## config.mk

```make
export PLATFORM = sky130hd
export DESIGN_NAME = priority_queue_extract_max_flat
export DESIGN_NICKNAME = d
export VERILOG_FILES = /design/src/rtl/pqem_pkg.sv /design/src/rtl/pqem_ifs.sv /design/src/rtl/pqem_store.sv /design/src/rtl/priority_queue_extract_max.sv /design/src/flat_wrapper.sv
export SDC_FILE = /design/constraint.sdc
export NUM_CORES = 1
export LEC_CHECK = 0
export BUFFER_PORTS_ARGS = -buffer_cell sky130_fd_sc_hd__buf_4
export CORE_MARGIN = 5
export CORE_UTILIZATION = 40
export DETAILED_ROUTE_END_ITERATION = 6
export GPL_TIMING_DRIVEN = 0
export PLACE_DENSITY_LB_ADDON = 0.2
export SLEW_MARGIN = 20
export SYNTH_ARGS = -nofsm -noshare
export SYNTH_HDL_FRONTEND = slang
export SYNTH_HIERARCHICAL = 1
export SYNTH_SLANG_ARGS = --single-unit
```

## constraint.sdc

```tcl
create_clock -name clk -period 11.72 [get_ports clk]
set_clock_uncertainty 0.15 [all_clocks]
set_input_delay 0.586 -clock clk [delete_from_list [all_inputs] [get_ports clk]]
set_output_delay 0.586 -clock clk [all_outputs]
set_load 0.005 [all_outputs]
```

## src/rtl/pqem_pkg.sv

```systemverilog
package pqem_pkg;

  // field widths of the request and result items
  localparam int REQ_W         = 2;
  localparam int VALUE_W       = 32;
  localparam int PRI_W         = 16;
  localparam int ENTRY_COUNT_W = 5;

  // request codes
  localparam logic [REQ_W-1:0] REQ_INSERT  = 2'd0;
  localparam logic [REQ_W-1:0] REQ_EXTRACT = 2'd1;
  localparam logic [REQ_W-1:0] REQ_CLEAR   = 2'd2;

  // value returned by an extract on an empty queue
  localparam logic signed [VALUE_W-1:0] EMPTY_VALUE = -32'sd1;

  // one stored queue entry
  typedef struct packed {
    logic [PRI_W-1:0]          pri;
    logic signed [VALUE_W-1:0] value;
  } entry_t;

endpackage

```

## src/rtl/pqem_ifs.sv

```systemverilog
// request channel
interface pqem_req_if;
  import pqem_pkg::*;

  logic                      valid;
  logic                      ready;
  logic [REQ_W-1:0]          req_type;
  logic signed [VALUE_W-1:0] item_value;
  logic [PRI_W-1:0]          item_priority;

  modport source (output valid, output req_type, output item_value,
                  output item_priority, input ready);
  modport sink   (input valid, input req_type, input item_value,
                  input item_priority, output ready);
endinterface

// result channel
interface pqem_rsp_if;
  import pqem_pkg::*;

  logic                      valid;
  logic                      ready;
  logic signed [VALUE_W-1:0] out_value;
  logic                      extract_empty;
  logic                      insert_dropped;
  logic [ENTRY_COUNT_W-1:0]  entry_count;
  logic                      queue_full;
  logic                      queue_empty;

  modport source (output valid, output out_value, output extract_empty,
                  output insert_dropped, output entry_count, output queue_full,
                  output queue_empty, input ready);
  modport sink   (input valid, input out_value, input extract_empty,
                  input insert_dropped, input entry_count, input queue_full,
                  input queue_empty, output ready);
endinterface

```

## src/rtl/pqem_store.sv

```systemverilog
module pqem_store #(
  parameter int DEPTH = 16,
  parameter int AW    = 4
) (
  input  logic             clk,
  input  logic             we,
  input  logic [AW-1:0]    waddr,
  input  pqem_pkg::entry_t wdata,
  input  logic [AW-1:0]    raddr,
  output pqem_pkg::entry_t rdata
);
  import pqem_pkg::*;

  entry_t mem [DEPTH];

  // one write port, one registered read port
  always_ff @(posedge clk) begin
    if (we) begin
      mem[waddr] <= wdata;
    end
    rdata <= mem[raddr];
  end

endmodule

```

## src/rtl/priority_queue_extract_max.sv

```systemverilog
// Bounded priority queue of QUEUE_DEPTH (value, priority) entries kept unsorted in
// arrival order in a single-port-read entry memory. Insert, clear and unused request
// codes go from acceptance straight to the finish state. An extract of a queue holding n
// entries reads one priority per cycle from the entry memory to find the first
// entry with the greatest priority (at position b), then moves the n-1-b later
// entries down one place, one per cycle through the same read and write ports;
// none moves when the winner is the last entry. An extract on an empty queue also
// goes straight to the finish state. One item is worked on at a time; req.ready is high
// only while no item is in progress, and a result waits in the output register
// until it is taken. Every request gives exactly one result.
module priority_queue_extract_max #(
  parameter int QUEUE_DEPTH = 16
) (
  input  logic     clk,
  input  logic     rst,
  pqem_req_if.sink   req,
  pqem_rsp_if.source rsp
);
  import pqem_pkg::*;

  localparam int AW = $clog2(QUEUE_DEPTH);
  localparam int CW = $clog2(QUEUE_DEPTH + 1);

  localparam logic [2:0] ST_IDLE     = 3'd0;
  localparam logic [2:0] ST_SCAN     = 3'd1;
  localparam logic [2:0] ST_SHIFT_RD = 3'd2;
  localparam logic [2:0] ST_SHIFT    = 3'd3;
  localparam logic [2:0] ST_FINISH   = 3'd4;

  logic [2:0]                state;
  logic [CW-1:0]             count;
  logic [AW-1:0]             idx;
  logic [AW-1:0]             best_idx;
  logic [PRI_W-1:0]          best_pri;
  logic signed [VALUE_W-1:0] res_value;
  logic                      res_empty;
  logic                      res_dropped;

  logic                      out_valid;
  logic signed [VALUE_W-1:0] out_value;
  logic                      out_empty;
  logic                      out_dropped;
  logic [ENTRY_COUNT_W-1:0]  out_count;
  logic                      out_full;
  logic                      out_qempty;

  logic                      mem_we;
  logic [AW-1:0]             mem_waddr;
  entry_t                    mem_wdata;
  logic [AW-1:0]             mem_raddr;
  entry_t                    mem_rdata;

  logic                      in_acc;
  logic                      out_free;
  logic                      not_full;
  logic                      take;
  logic [AW-1:0]             best_idx_next;
  logic                      scan_last;
  logic                      shift_last;
  logic [CW+ENTRY_COUNT_W-1:0] count_ext;

  // entry memory
  pqem_store #(
    .DEPTH (QUEUE_DEPTH),
    .AW    (AW)
  ) u_store (
    .clk   (clk),
    .we    (mem_we),
    .waddr (mem_waddr),
    .wdata (mem_wdata),
    .raddr (mem_raddr),
    .rdata (mem_rdata)
  );

  // handshake
  assign req.ready = (state == ST_IDLE);
  assign in_acc    = req.valid && req.ready;
  assign out_free  = !out_valid || rsp.ready;
  assign not_full  = (count < CW'(QUEUE_DEPTH));

  // scan compare unit: keep the first of equal maxima
  assign take          = (idx == '0) || (mem_rdata.pri > best_pri);
  assign best_idx_next = take ? idx : best_idx;
  assign scan_last     = ((CW'(idx) + CW'(1)) == count);
  assign shift_last    = ((CW'(idx) + CW'(1)) == count);

  // memory address and write selection
  always_comb begin
    mem_we    = 1'b0;
    mem_waddr = count[AW-1:0];
    mem_wdata = '{pri: req.item_priority, value: req.item_value};
    mem_raddr = '0;
    unique case (state)
      ST_IDLE: begin
        mem_we = in_acc && (req.req_type == REQ_INSERT) && not_full;
      end
      ST_SCAN, ST_SHIFT_RD: begin
        mem_raddr = idx + AW'(1);
      end
      ST_SHIFT: begin
        mem_we    = 1'b1;
        mem_waddr = idx;
        mem_wdata = mem_rdata;
        mem_raddr = idx + AW'(2);
      end
      default: begin
        mem_raddr = '0;
      end
    endcase
  end

  // sequencer
  always_ff @(posedge clk) begin
    if (rst) begin
      state     <= ST_IDLE;
      count     <= '0;
      out_valid <= 1'b0;
    end else begin
      // a finishing item reloads the result register instead
      if (out_valid && rsp.ready && (state != ST_FINISH)) begin
        out_valid <= 1'b0;
      end
      unique case (state)
        ST_IDLE: begin
          if (in_acc) begin
            res_value   <= '0;
            res_empty   <= 1'b0;
            res_dropped <= 1'b0;
            idx         <= '0;
            state       <= ST_FINISH;
            unique case (req.req_type)
              REQ_INSERT: begin
                if (not_full) begin
                  count <= count + CW'(1);
                end else begin
                  res_dropped <= 1'b1;
                end
              end
              REQ_EXTRACT: begin
                if (count == '0) begin
                  res_value <= EMPTY_VALUE;
                  res_empty <= 1'b1;
                end else begin
                  state <= ST_SCAN;
                end
              end
              REQ_CLEAR: begin
                count <= '0;
              end
              default: begin
                count <= count;
              end
            endcase
          end
        end
        ST_SCAN: begin
          if (take) begin
            best_pri  <= mem_rdata.pri;
            best_idx  <= idx;
            res_value <= mem_rdata.value;
          end
          if (scan_last) begin
            count <= count - CW'(1);
            if ((CW'(best_idx_next) + CW'(1)) == count) begin
              state <= ST_FINISH;
            end else begin
              idx   <= best_idx_next;
              state <= ST_SHIFT_RD;
            end
          end else begin
            idx <= idx + AW'(1);
          end
        end
        ST_SHIFT_RD: begin
          state <= ST_SHIFT;
        end
        ST_SHIFT: begin
          idx <= idx + AW'(1);
          if (shift_last) begin
            state <= ST_FINISH;
          end
        end
        ST_FINISH: begin
          if (out_free) begin
            out_valid <= 1'b1;
            state     <= ST_IDLE;
          end
        end
        default: begin
          state <= ST_IDLE;
        end
      endcase
    end
  end

  // result register
  assign count_ext = {{ENTRY_COUNT_W{1'b0}}, count};

  always_ff @(posedge clk) begin
    if ((state == ST_FINISH) && out_free) begin
      out_value   <= res_value;
      out_empty   <= res_empty;
      out_dropped <= res_dropped;
      out_count   <= count_ext[ENTRY_COUNT_W-1:0];
      out_full    <= (count == CW'(QUEUE_DEPTH));
      out_qempty  <= (count == '0);
    end
  end

  assign rsp.valid          = out_valid;
  assign rsp.out_value      = out_value;
  assign rsp.extract_empty  = out_empty;
  assign rsp.insert_dropped = out_dropped;
  assign rsp.entry_count    = out_count;
  assign rsp.queue_full     = out_full;
  assign rsp.queue_empty    = out_qempty;

`ifndef SYNTHESIS
  // held count stays within capacity
  a_count_bound: assert property (@(posedge clk) disable iff (rst)
    count <= CW'(QUEUE_DEPTH))
    else $error("held count exceeds capacity");

  // shift destination stays below the held count
  a_shift_dest: assert property (@(posedge clk) disable iff (rst)
    (state == ST_SHIFT) |-> (CW'(idx) < count))
    else $error("shift destination out of range");

  // an empty extract reports an empty queue and the empty value
  a_empty_result: assert property (@(posedge clk) disable iff (rst)
    (out_valid && out_empty) |-> (out_qempty && (out_value == EMPTY_VALUE)))
    else $error("empty extract result inconsistent");

  // a finished result leaves the sequencer idle
  a_finish_idle: assert property (@(posedge clk) disable iff (rst)
    ((state == ST_FINISH) && out_free) |=> (out_valid && (state == ST_IDLE)))
    else $error("result not loaded at finish");
`endif

endmodule

```

## src/flat_wrapper.sv

```systemverilog
// flat-port wrapper written by rule: the top's interface ports become plain ports
module priority_queue_extract_max_flat import pqem_pkg::*;
#(
  parameter int QUEUE_DEPTH = 16
)
  (clk, rst, req_valid, req_req_type, req_item_value, req_item_priority, req_ready, rsp_valid, rsp_out_value, rsp_extract_empty, rsp_insert_dropped, rsp_entry_count, rsp_queue_full, rsp_queue_empty, rsp_ready);
  pqem_req_if req_i ();
  pqem_rsp_if rsp_i ();
  input  logic clk;
  input  logic rst;
  input wire logic [$bits(req_i.valid)-1:0] req_valid;
  input wire logic [$bits(req_i.req_type)-1:0] req_req_type;
  input wire logic [$bits(req_i.item_value)-1:0] req_item_value;
  input wire logic [$bits(req_i.item_priority)-1:0] req_item_priority;
  output wire logic [$bits(req_i.ready)-1:0] req_ready;
  output wire logic [$bits(rsp_i.valid)-1:0] rsp_valid;
  output wire logic [$bits(rsp_i.out_value)-1:0] rsp_out_value;
  output wire logic [$bits(rsp_i.extract_empty)-1:0] rsp_extract_empty;
  output wire logic [$bits(rsp_i.insert_dropped)-1:0] rsp_insert_dropped;
  output wire logic [$bits(rsp_i.entry_count)-1:0] rsp_entry_count;
  output wire logic [$bits(rsp_i.queue_full)-1:0] rsp_queue_full;
  output wire logic [$bits(rsp_i.queue_empty)-1:0] rsp_queue_empty;
  input wire logic [$bits(rsp_i.ready)-1:0] rsp_ready;
  assign req_i.valid = req_valid;
  assign req_i.req_type = req_req_type;
  assign req_i.item_value = req_item_value;
  assign req_i.item_priority = req_item_priority;
  assign req_ready = req_i.ready;
  assign rsp_valid = rsp_i.valid;
  assign rsp_out_value = rsp_i.out_value;
  assign rsp_extract_empty = rsp_i.extract_empty;
  assign rsp_insert_dropped = rsp_i.insert_dropped;
  assign rsp_entry_count = rsp_i.entry_count;
  assign rsp_queue_full = rsp_i.queue_full;
  assign rsp_queue_empty = rsp_i.queue_empty;
  assign rsp_i.ready = rsp_ready;
  priority_queue_extract_max #(.QUEUE_DEPTH(QUEUE_DEPTH)) u_core (.clk(clk), .rst(rst), .req(req_i), .rsp(rsp_i));
endmodule
```

==> metrics.csv <==
metric,value,unit
number of remaining DRC errors,0,
CTS tree,built,
minimum clock period,5020,ps
Die ar.,94100,µm²
vias in the first global route,18047,
Critical Path End Type,flop,
Worst Hold Depth,2,
first-pass GRT wire length,125,mm
CP startpoint kind,flop,
Pint,6.75,mW
maximum vdd drop,0.113,mV
die span in y,307,µm
routed length on met3,5.00,mm
Mapped Area,35200,µm²
Post-synth ARST share,0,%
R2R Path Start,u_core/state[2],
initial core utilization,40.4,%
clk sink count,924,
fraction of layout cells with a size suffix above 1,30.5,%
sequential area share after synthesis,77.1,%
M1 WL,38.0,mm
num ports,97,
RD Place Congestion,0.759,
nets@finish,2034,
"critical path fanouts, max",10,
cell area after layout,41900,µm²
PD cells,224,nW/µm²
outcome,completed,
placed cell areas,38800,µm²
I/O Buffers,96,
RSZ-0062 raised after global routing,false,
post-synth top area cell,edfxtp_1,
top routing layer used,met4,
Layout area overhead,18.9,%
DRT iter0 DRCs,1655,
hold_buf cts,0,
largest net degree at the start of global routing,22,
slew of the pin with the lowest slew margin,1060,ps
core area,87200,µm²
"top cells by count, synth","edfxtp_1, mux4_2, a22oi_1, nand2_1, dfxtp_1",
Slew headroom,29.0,%
required time of the critical path,11900,ps
Slew Limit Fails,0,
Final ANT Viol Nets,0,
DP Wirelength,55.7,mm
Synthesis Warnings,6,
Hold Fails Final Rpt,0,
Synth Net Count,1766,
Synth Register Bits,924,
Post-synth EDFFs,867,
Static Leak,13.8,nW
worst reg2reg setup slack,6700,ps
Clock transition at path regs,60,ps
Sw Ratio,28.2,%
Synth Area per Inst,20.9,µm²
CTS buffer count,94,
ranking of synthesized cells by area,"edfxtp_1, mux4_2, dfxtp_1",
FF-to-FF path depth,10,
ys flop type,edfxtp_1,
Post CTS Setup Buffer Count,0,
"Period Utilization, post-route",42.8,%
"count leader, synth",edfxtp_1,
FMAX,199,MHz
H-tree lvl count,3,
Hold Path Class,in2reg,
hold path endpoint,u_core/state[1],
Setup CP Type,reg2reg,
Hold Startpoint,rst,
gr ovfl total,0,
# fillers,7139,
All-Layer GR Usage,18.0,%
clock power share,32.1,%
vias per inst,5.55,
DR WL/cell,26.8,µm
Final TNS setup,0,ps
worst skew pair latency,640,ps
Initial DRT Pass Iterations,5,
CTS root buf,clkbuf_16,
Mapped Cells,1689,
num rows,108,
combinational power share,24.8,%
max cap viols,0,
via count,17716,
post-synthesis cell type count,57,
die width,307,µm
CTS resizes,0,
Crit path arrival time,5200,ps
Bufs on Longest Clock Path,3,
initial antenna violation count,2,
worst r2r dst,u_core/u_store/mem[0][27],
WL met2,41.4,mm
final setup fails,0,
top-area cell type share of the netlist area,73.9,%
switching power,2.66,mW
part of the power in registers,43.0,%
final WL,85.5,mm
-- registers in the layout (all words and copies together), names as in the netlist, 3 cells and up --
signal	cells
u_core/idx	4
u_core/count	5
u_core/state	3
u_core/rsp.out_value	32
u_core/best_idx	4
u_core/best_pri	16
u_core/u_store/rdata	48
u_core/res_value	32
u_core/u_store/mem	768
u_core/rsp.entry_count	5
-- stage by stage --
step                      hold slack, ps  worst slack (ps)  util, %  std cells  total power, mW
final                               62.3              6700     48.1       3192             9.41
after global routing                61.4              6500     48.1       3192             9.85
after CTS                           13.8              6610     48.1       3191             9.53
after detailed placement             255              6690     44.5       3016             6.49
after global placement               251              87.4     42.9       2940             6.43
after floorplan                      250              5570        -       1689             5.66
-- power by group through the flow --
stage               logic (mW)  registers, mW  clock network [mW]
floorplan                 1.58           4.08                   0
global placement          2.30           4.13                   0
detailed placement        2.37           4.12                   0
CTS                       2.38           4.05                3.10
global route              2.54           4.07                3.24
finish                    2.34           4.05                3.02
-- layer usage --
metal  global-route usage (%)  up-vias
met5                        0        -
met4                     3.38        0
met3                     2.90       93
met2                     29.2      579
met1                     26.4     9492
li1                         -     7552
-- cells in the final DEF, fill, tap and decap left out, types with 5 or more instances in the layout --
cell type,instances
a21o_1,33
a21oi_1,19
a22oi_1,97
and2_1,8
buf_1,10
buf_12,14
buf_16,23
buf_2,12
buf_4,145
bufinv_16,9
clkbuf_1,72
clkbuf_16,97
clkbuf_8,13
clkinv_1,9
clkinv_2,21
dfxtp_1,57
edfxtp_1,867
ha_1,23
inv_1,29
mux2_2,49
mux4_2,192
nand2_1,71
nand3_1,10
nor2_1,26
nor2_4,13
nor2b_1,5
nor3_1,5
nor3_2,5
o21ai_0,17
o22ai_1,5
xnor2_1,6
-- layout make-up --
cell class / count / area (µm²) / share of cell area (%)
Timing Repair Buffer: 172 / 1930 / 4.61
Clock inverter: 47 / 487 / 1.16
Tap cell: 1155 / 1450 / 3.45
Buffer: 91 / 420 / 1.00
Antenna cell: 1 / 2.50 / 0.00597
Sequential cell: 924 / 27200 / 64.8
Inverter: 29 / 109 / 0.260
Multi-Input combinational cell: 645 / 7670 / 18.3
Clock buffer: 128 / 2670 / 6.38
-- logic make-up (layout without fill, tap and decap cells) --
logic type,Yosys count,after routing,share of synthesized area (%)
mux,245,245,14.0
other cells,0,1,0
simple gates,173,173,2.36
buf+inv,120,467,1.50
compound gates,194,194,3.99
fa+ha+maj,23,23,0.817
flops,924,924,77.1
xor+xnor,10,10,0.249
-- critical path, cell delays in order, from the launching register on --
cell and delay, ps:
dfxtp_1 300, clkbuf_1 260, nor2b_1 150, nand2_1 110, clkbuf_1 760, clkbuf_1 590, mux2_2 450, or3b_2 610
nor3_2 710, buf_4 340, buf_4 230
-- how the worst max path moves through the flow --
stage / start / endpoint / slack, ps / cells past startpoint
6_report: u_core/state[2] / u_core/u_store/mem[0][27] / 6700 / 10
3_5_place_dp: u_core/state[2] / u_core/u_store/mem[0][29] / 6690 / 10
5_1_grt: u_core/state[2] / u_core/u_store/mem[0][27] / 6500 / 10
3_3_place_gp: u_core/state[2] / u_core/u_store/mem[0][17] / 90 / 8
4_1_cts: u_core/state[2] / u_core/u_store/mem[0][27] / 6610 / 10
2_1_floorplan: u_core/state[2] / u_core/u_store/mem[0][0] / 5570 / 8
(Power assumes the default switching activity.)
